$ cat src/rtl/core/nais_pkg.sv
// Shared types and constants for the nearest atom index selector.
// Used by the sorting cells and the top level; depends on nothing else.
package nais_pkg;

    localparam int DIMS_DEF          = 16;
    localparam int ATOMS_DEF         = 256;
    localparam int MAX_NEIGHBORS_DEF = 16;

    localparam int DIST_W = 32;

    typedef struct packed {
        logic clear;
        logic insert;
        logic shift;
    } t_cell_ctl;

endpackage

$ cat src/rtl/core/nais_cell.sv
// One cell of the sorted insertion chain: holds one distance and atom index.
// Depends on nais_pkg for the distance width and the control struct.
module nais_cell #(
    parameter int IW = 8
) (
    input  logic                       i_clk,
    input  logic                       i_rst_n,
    input  nais_pkg::t_cell_ctl        i_ctl,
    input  logic [nais_pkg::DIST_W-1:0] i_cand_dist,
    input  logic [IW-1:0]              i_cand_idx,
    input  logic                       i_prev_before,
    input  logic                       i_prev_vld,
    input  logic [nais_pkg::DIST_W-1:0] i_prev_dist,
    input  logic [IW-1:0]              i_prev_idx,
    input  logic                       i_next_vld,
    input  logic [nais_pkg::DIST_W-1:0] i_next_dist,
    input  logic [IW-1:0]              i_next_idx,
    output logic                       o_before,
    output logic                       o_vld,
    output logic [nais_pkg::DIST_W-1:0] o_dist,
    output logic [IW-1:0]              o_idx
);
    import nais_pkg::*;

    logic              r_vld;
    logic [DIST_W-1:0] r_dist;
    logic [IW-1:0]     r_idx;

    // A candidate goes ahead of a valid entry only when strictly nearer, or takes an empty one,
    // so ties keep the lower index in front.
    assign o_before = !r_vld || (i_cand_dist < r_dist);
    assign o_vld    = r_vld;
    assign o_dist   = r_dist;
    assign o_idx    = r_idx;

    always_ff @(posedge i_clk) begin
        if (!i_rst_n) begin
            r_vld <= 1'b0;
        end else if (i_ctl.clear) begin
            r_vld <= 1'b0;
        end else if (i_ctl.shift) begin
            r_vld <= i_next_vld;
        end else if (i_ctl.insert) begin
            if (i_prev_before) begin
                r_vld <= i_prev_vld;
            end else if (o_before) begin
                r_vld <= 1'b1;
            end
        end
    end

    always_ff @(posedge i_clk) begin
        if (i_ctl.shift) begin
            r_dist <= i_next_dist;
            r_idx  <= i_next_idx;
        end else if (i_ctl.insert) begin
            if (i_prev_before) begin
                r_dist <= i_prev_dist;
                r_idx  <= i_prev_idx;
            end else if (o_before) begin
                r_dist <= i_cand_dist;
                r_idx  <= i_cand_idx;
            end
        end
    end

endmodule
$ cat config.mk
export PLATFORM = sky130hd
export DESIGN_NAME = nais_cell
export DESIGN_NICKNAME = d
export VERILOG_FILES = /design/src/rtl/core/nais_pkg.sv /design/src/rtl/core/nais_cell.sv
export SDC_FILE = /design/constraint.sdc
export NUM_CORES = 1
export LEC_CHECK = 0
export BUFFER_PORTS_ARGS = -buffer_cell sky130_fd_sc_hd__buf_4
export CAP_MARGIN = 15
export CORE_MARGIN = 3
export CORE_UTILIZATION = 48
export DETAILED_ROUTE_END_ITERATION = 10
export GPL_ROUTABILITY_DRIVEN = 0
export GPL_TIMING_DRIVEN = 0
export PLACE_DENSITY = 0.86
export SYNTH_ARGS = -nofsm -noshare
export SYNTH_HDL_FRONTEND = slang
export SYNTH_SLANG_ARGS = --single-unit
$ cat constraint.sdc
create_clock -name i_clk -period 11.5 [get_ports i_clk]
set_input_delay 2.3 -clock i_clk [delete_from_list [all_inputs] [get_ports i_clk]]
set_output_delay 2.3 -clock i_clk [all_outputs]
set_load 0.01 [all_outputs]
==> results.toml, run 1 <==
[outcome]
outcome = "finished, final reports clean"

[critical_path]
critical_path.cell_chain = "buf_4 -> ha_1 -> nand4_1 -> nor4_1 -> nand4_1 -> a21oi_1 -> o21ai_0 -> buf_4"
cp_max_fo = 3
maximum_cell_stage_delay_along_the_critical_path_ns = 0.45
crit_path_start = "i_cand_dist[31]"
path_class = "in2out"
cpMaxStageDelayCell = "nor4_1"
critical_path_required_ns = 9.20
arrival_ns = 3.95
critical_path.endpoint_type = "primary output"
regToRegStartpoint = "o_dist[1]"
critPathLaunchType = "input port"

[clock_tree]
clock_sinks = 41
clock-root-buffer = "clkbuf_8"
tritoncts.num_buffers = 5
number_of_buffers_on_the_longest_clock_path = 2
insertion_delay_to_the_later_sink_of_the_worst_skew_pair_ns = 0.30
cts_setup_buffers = 0
tritoncts = "built"
cts_htree_levels = 2
cts.clk_slew.worst_paths_ns = 0.08
ctsHoldBuffers = 0
postCtsResizedCells = 0

[routing]
totalWireLength_um = 8660
detailedRoute.firstIterationViolations = 151
postRouteAntennaNets = 0
avgViaCountPerCell = 5.22
vias = 2850
detailedRoute.firstPassIterationCount = 4
route.detailed.wl_per_inst_um = 15.9
post-route-drc-count = 0

[finish]
synthToLayoutAreaGrowth_pct = 52.6
fraction_of_final_layout_cells_sized_beyond_drive_strength_1_pct = 39.7
final_core_util_pct = 77.9
design.final.nets = 632
final.fill_count = 413
footprint_of_the_multi_input_gates_mm2 = 0.00149
final-seq-area_mm2 = 0.00122
final_cell_area_mm2 = 0.00439
diodes = 0

[yosys]
async_reset_ff_share_pct = 0
syn_area_per_cell_um2 = 9.76
ys_seq_elements = 41
number_of_warning_messages_in_the_yosys_log = 0
yosys_most_used_dff = "edfxtp_1"
syn_area_mm2 = 0.00288
yosys-top-cells-area = "edfxtp_1, mux2i_1, ha_1, o21ai_0, nand2_1"
synth_largest_type_area_fraction_pct = 41.7
yosys.area.top_type = "edfxtp_1"
synth.lib_cells_used.distinct = 31
synth_edf_count = 40
synth_sequential_area_ratio_pct = 42.4
synth.net_count = 454
synthCells = 295

[sta]
max-slew-margin-rel_pct = 31.7
worst_pin_slew_ns = 1.02
period_share_pct = 54.4
skew_ns = 0.00701
finalHoldViolations = 0
fin_tns_setup_ns = 0
fmaxAchievable_ghz = 0.160
final-setup-viol-count = 0
setup_repair_after_global_routing_missed_its_margin = "no"
final_period_minus_worst_setup_slack_ns = 6.25
report.final.slew_viol_count = 0

[floorplanning]
die_height_um = 83.5
number_of_top_level_design_ports = 170
fp.dieW_um = 83.5
floorplan.core_area_mm2 = 0.00564
start_util_pct = 51.1
placementRows = 27
die-area_mm2 = 0.00697

[power_and_ir_drop]
leakagePower_uw = 0.00221
power_density_mw_per_mm2 = 102
worst_ir_drop_vdd_uv = 70.3

[global_route]
global_route_overflow = 0
track_usage_pct = 24.7
grt_pass1_wl_um = 14000
antenna_found_initial = 0
grt_pass1_vias = 3001
pin_count_of_the_biggest_net_entering_global_routing = 14

[placed_design]
post-dp-hpwl_um = 7170
placed_area_mm2 = 0.00427
io_buffers = 168

[flow_run]
number_of_max_cap_violations = 0

[worst_hold_path]
timing.hold.worst.class = "reg2reg"
min-delay-start = "o_vld"
[per-layer routing]
layer | GRT usage [%] | wire length, um | vias up
met4 | 6.73 | 169 | 0
met5 | 0 | 0 | -
li1 | - | - | 1410
met2 | 44.9 | 4440 | 132
met3 | 8.19 | 818 | 18
met1 | 27.5 | 3230 | 1290
[cells in the final DEF (no fill, tap or decap), drive strengths merged, types with 2 or more instances in the layout]
| cell type | count |
|---|---|
| inv | 32 |
| nor2 | 3 |
| buf | 175 |
| clkbuf | 16 |
| nor3 | 4 |
| mux2i | 40 |
| a21oi | 12 |
| nand2 | 49 |
| nand4 | 4 |
| ha | 31 |
| o21ai | 44 |
| nand3 | 3 |
| edfxtp | 40 |
| o21a | 2 |
[worst paths after layout]
path	end	slack, ns	cells after the start
min reg2reg	o_vld	0.77	4
min	o_vld	0.77	4
max	o_before	5.25	8
max reg2reg	o_dist[13]	8.57	7
[report_power, final]
group	total, uW	internal (uW)	switching, uW
clock network	124	70.6	53.0
registers	189	182	7.15
logic	136	74.0	62.3
[cells by family (layout without fill, tap and decap cells)]
kind of cell	count (synthesis)	count (layout)	synth area share, %
flops	41	41	42.4
simple gates	68	68	10.3
fa+ha+maj	31	31	13.5
mux	40	40	13.9
buf+inv	46	225	6.17
compound gates	69	69	13.7
[area by class of cell]
type	count	share of cell area [%]
plain buffers	14	1.31
clock buffers	6	1.88
clock inverters	2	0.854
inverters	32	2.73
multi-input cells	208	33.8
flip-flops and latches	41	27.8
well taps	72	2.05
repair buffers	171	29.6
[Yosys cell counts, types with 2 or more instances]
library cell	n
o21a_1	2
o21ai_0	44
nand4_1	4
inv_1	32
ha_1	31
nand2_1	49
mux2i_1	40
edfxtp_1	40
nor3_1	4
clkbuf_1	10
a21oi_1	12
buf_2	4
nor2_1	3
nand3_1	3
[sequential cells by signal (all words and copies together) (netlist names)]
register  flops
o_vld         1
o_dist       32
o_idx         8
[critical path, delay by kind of cell]
family          cells  cell delay (ns)
fa+ha+maj           1             0.30
compound gates      2             0.25
buf+inv             2             0.29
simple gates        3             0.82
[stage by stage]
| stage | std cells | setup slack (ns) | power, uW | hold slack, ns |
|---|---|---|---|---|
| finish | 546 | 5.25 | 449 | 0.770 |
| global route | 546 | 5.08 | 473 | 0.816 |
| CTS | 546 | 5.25 | 452 | 0.777 |
| detailed placement | 538 | 5.26 | 329 | 0.762 |
| global placement | 535 | 3.40 | 322 | 0.752 |
| floorplan | 295 | 4.89 | 253 | 0.741 |
Power figures use the tool's default switching activity.
==> run 2: changes to the inputs <==
Settings changed: CORE_UTILIZATION 48 to 44, PLACE_DENSITY 0.86 to 0.8.
Clock period 11.5 ns to 6.4 ns, I/O delays scaled along.
==> results.toml, run 2 (synthesized netlist as in run 1, its figures left out) <==
[routing]
avgViaCountPerCell = 5.14
detailedRoute.firstIterationViolations = 125
route.detailed.wl_per_inst_um = 15.6
detailedRoute.firstPassIterationCount = 5
totalWireLength_um = 8600
postRouteAntennaNets = 0
post-route-drc-count = 0
vias = 2827

[floorplanning]
fp.dieW_um = 86.9
number_of_top_level_design_ports = 170
die_height_um = 86.9
placementRows = 28
die-area_mm2 = 0.00755
start_util_pct = 47.0
floorplan.core_area_mm2 = 0.00613

[clock_tree]
postCtsResizedCells = 0
cts_setup_buffers = 0
ctsHoldBuffers = 0
clock-root-buffer = "clkbuf_8"
insertion_delay_to_the_later_sink_of_the_worst_skew_pair_ns = 0.29
cts.clk_slew.worst_paths_ns = 0.08
clock_sinks = 41
tritoncts = "built"
cts_htree_levels = 2
number_of_buffers_on_the_longest_clock_path = 2
tritoncts.num_buffers = 5

[finish]
layout.cells.most_common_list = "buf_4, nand2_1, o21ai_0"
synthToLayoutAreaGrowth_pct = 52.4
largest_reg_flops = 32
final_cell_area_mm2 = 0.00439
diodes = 0
fraction_of_final_layout_cells_sized_beyond_drive_strength_1_pct = 39.8
design.final.nets = 633
final_core_util_pct = 71.6
layout.cells.most_common = "buf_4"

[global_route]
grt_pass1_vias = 2839
antenna_found_initial = 0
grt_pass1_wl_um = 13300
global_route_overflow = 0
pin_count_of_the_biggest_net_entering_global_routing = 13
track_usage_pct = 22.4

[critical_path]
reg2reg_depth = 8
critical_path.endpoint_type = "primary output"
crit_path_start = "i_cand_dist[31]"
regToRegStartpoint = "o_dist[1]"
path_class = "in2out"
arrival_ns = 2.87
critical_path.cell_chain = "buf_4 -> ha_1 -> nand4_1 -> nor4_1 -> nand4_1 -> a21oi_1 -> o21ai_0 -> buf_4"
cpMaxStageDelayCell = "nor4_1"
critPathTopFamily = "simple AND/OR/NAND/NOR gates"
cp_num_cells = 8
setup.worst_path.end = "o_before"
r2r_end = "o_dist[3]"
cp_max_fo = 3
register_to_register_setup_slack_ns = 3.57
maximum_cell_stage_delay_along_the_critical_path_ns = 0.41
critPathLaunchType = "input port"
critical_path_required_ns = 5.12
critical_path.n_buffers_inverters = 2

[sta]
finalHoldViolations = 0
setup_repair_after_global_routing_missed_its_margin = "no"
final-setup-viol-count = 0
skew_ns = 0.00805
report.final.slew_viol_count = 0
max-slew-margin-rel_pct = 52.5
final_period_minus_worst_setup_slack_ns = 4.15
period_share_pct = 64.9
worst_pin_slew_ns = 0.708
fmaxAchievable_ghz = 0.241

[flow_run]
number_of_max_cap_violations = 0

[placed_design]
io_buffers = 168
placed_area_mm2 = 0.00429
post-dp-hpwl_um = 7160

[power_and_ir_drop]
power_density_mw_per_mm2 = 175
worst_ir_drop_vdd_uv = 118
leakagePower_uw = 0.00221

[outcome]
outcome = "finished, final reports clean"

[worst_hold_path]
timing.hold.worst.class = "reg2reg"
run 2: cell count changes in the layout (fill, tap and decap cells not counted):
cell        change
clkinv_2        +1
buf_6           +1
clkinvlp_4      -1
clkbuf_8        +1
bufinv_16       -1
run 2: power breakdown:
part	total [uW]	internal [uW]	switching, uW
combinational	243	133	110
clock	187	97.6	89.7
sequential	339	327	12.6
total	770	557	213
run 2: routing by layer:
layer  up-vias  part of all wire (%)  GRT usage (%)
met4         0                   1.3           6.37
met2       133                    50           40.6
li1       1414                     -              -
met3         9                   9.7           6.24
met1      1271                    39           25.6
met5         -                     0              0
run 2: metrics by stage:
stage | hold slack, ns | cells | TNS (ns) | power (uW) | worst slack, ns
2_1_floorplan | 0.741 | 295 | 0 | 455 | 0.813
3_3_place_gp | 0.749 | 538 | -34.11 | 580 | -0.853
3_5_place_dp | 0.760 | 542 | 0 | 591 | 2.24
4_1_cts | 0.774 | 550 | 0 | 777 | 2.23
5_1_grt | 0.854 | 550 | 0 | 813 | 1.98
6_report | 0.768 | 550 | 0 | 770 | 2.25
run 2: how the worst min path moves through the flow:
| stage | startpoint | to | depth (start not counted) |
|---|---|---|---|
| floorplan | o_vld | o_vld | 4 |
| finish | o_vld | o_vld | 4 |
| CTS | o_vld | o_vld | 4 |
| global placement | o_vld | o_vld | 4 |
| global route | o_vld | o_vld | 4 |
| detailed placement | o_vld | o_vld | 4 |
run 2: cell type report:
cell class / instances / area [um2]
Multi-Input combinational cell: 208 / 1490
Tap cell: 75 / 93.8
Buffer: 14 / 57.6
Timing Repair Buffer: 172 / 1310
Inverter: 32 / 120
Clock buffer: 7 / 96.3
Sequential cell: 41 / 1220
Clock inverter: 1 / 5.00
Fill cell: 489 / 1740
run 2: worst reg2reg max path: cells and delay by family, from the launching register on:
| kind | cells | cell delay [ns] |
|---|---|---|
| simple gates | 1 | 0.62 |
| flops | 1 | 0.40 |
| buf+inv | 3 | 0.45 |
| fa+ha+maj | 1 | 0.22 |
| compound gates | 3 | 0.85 |
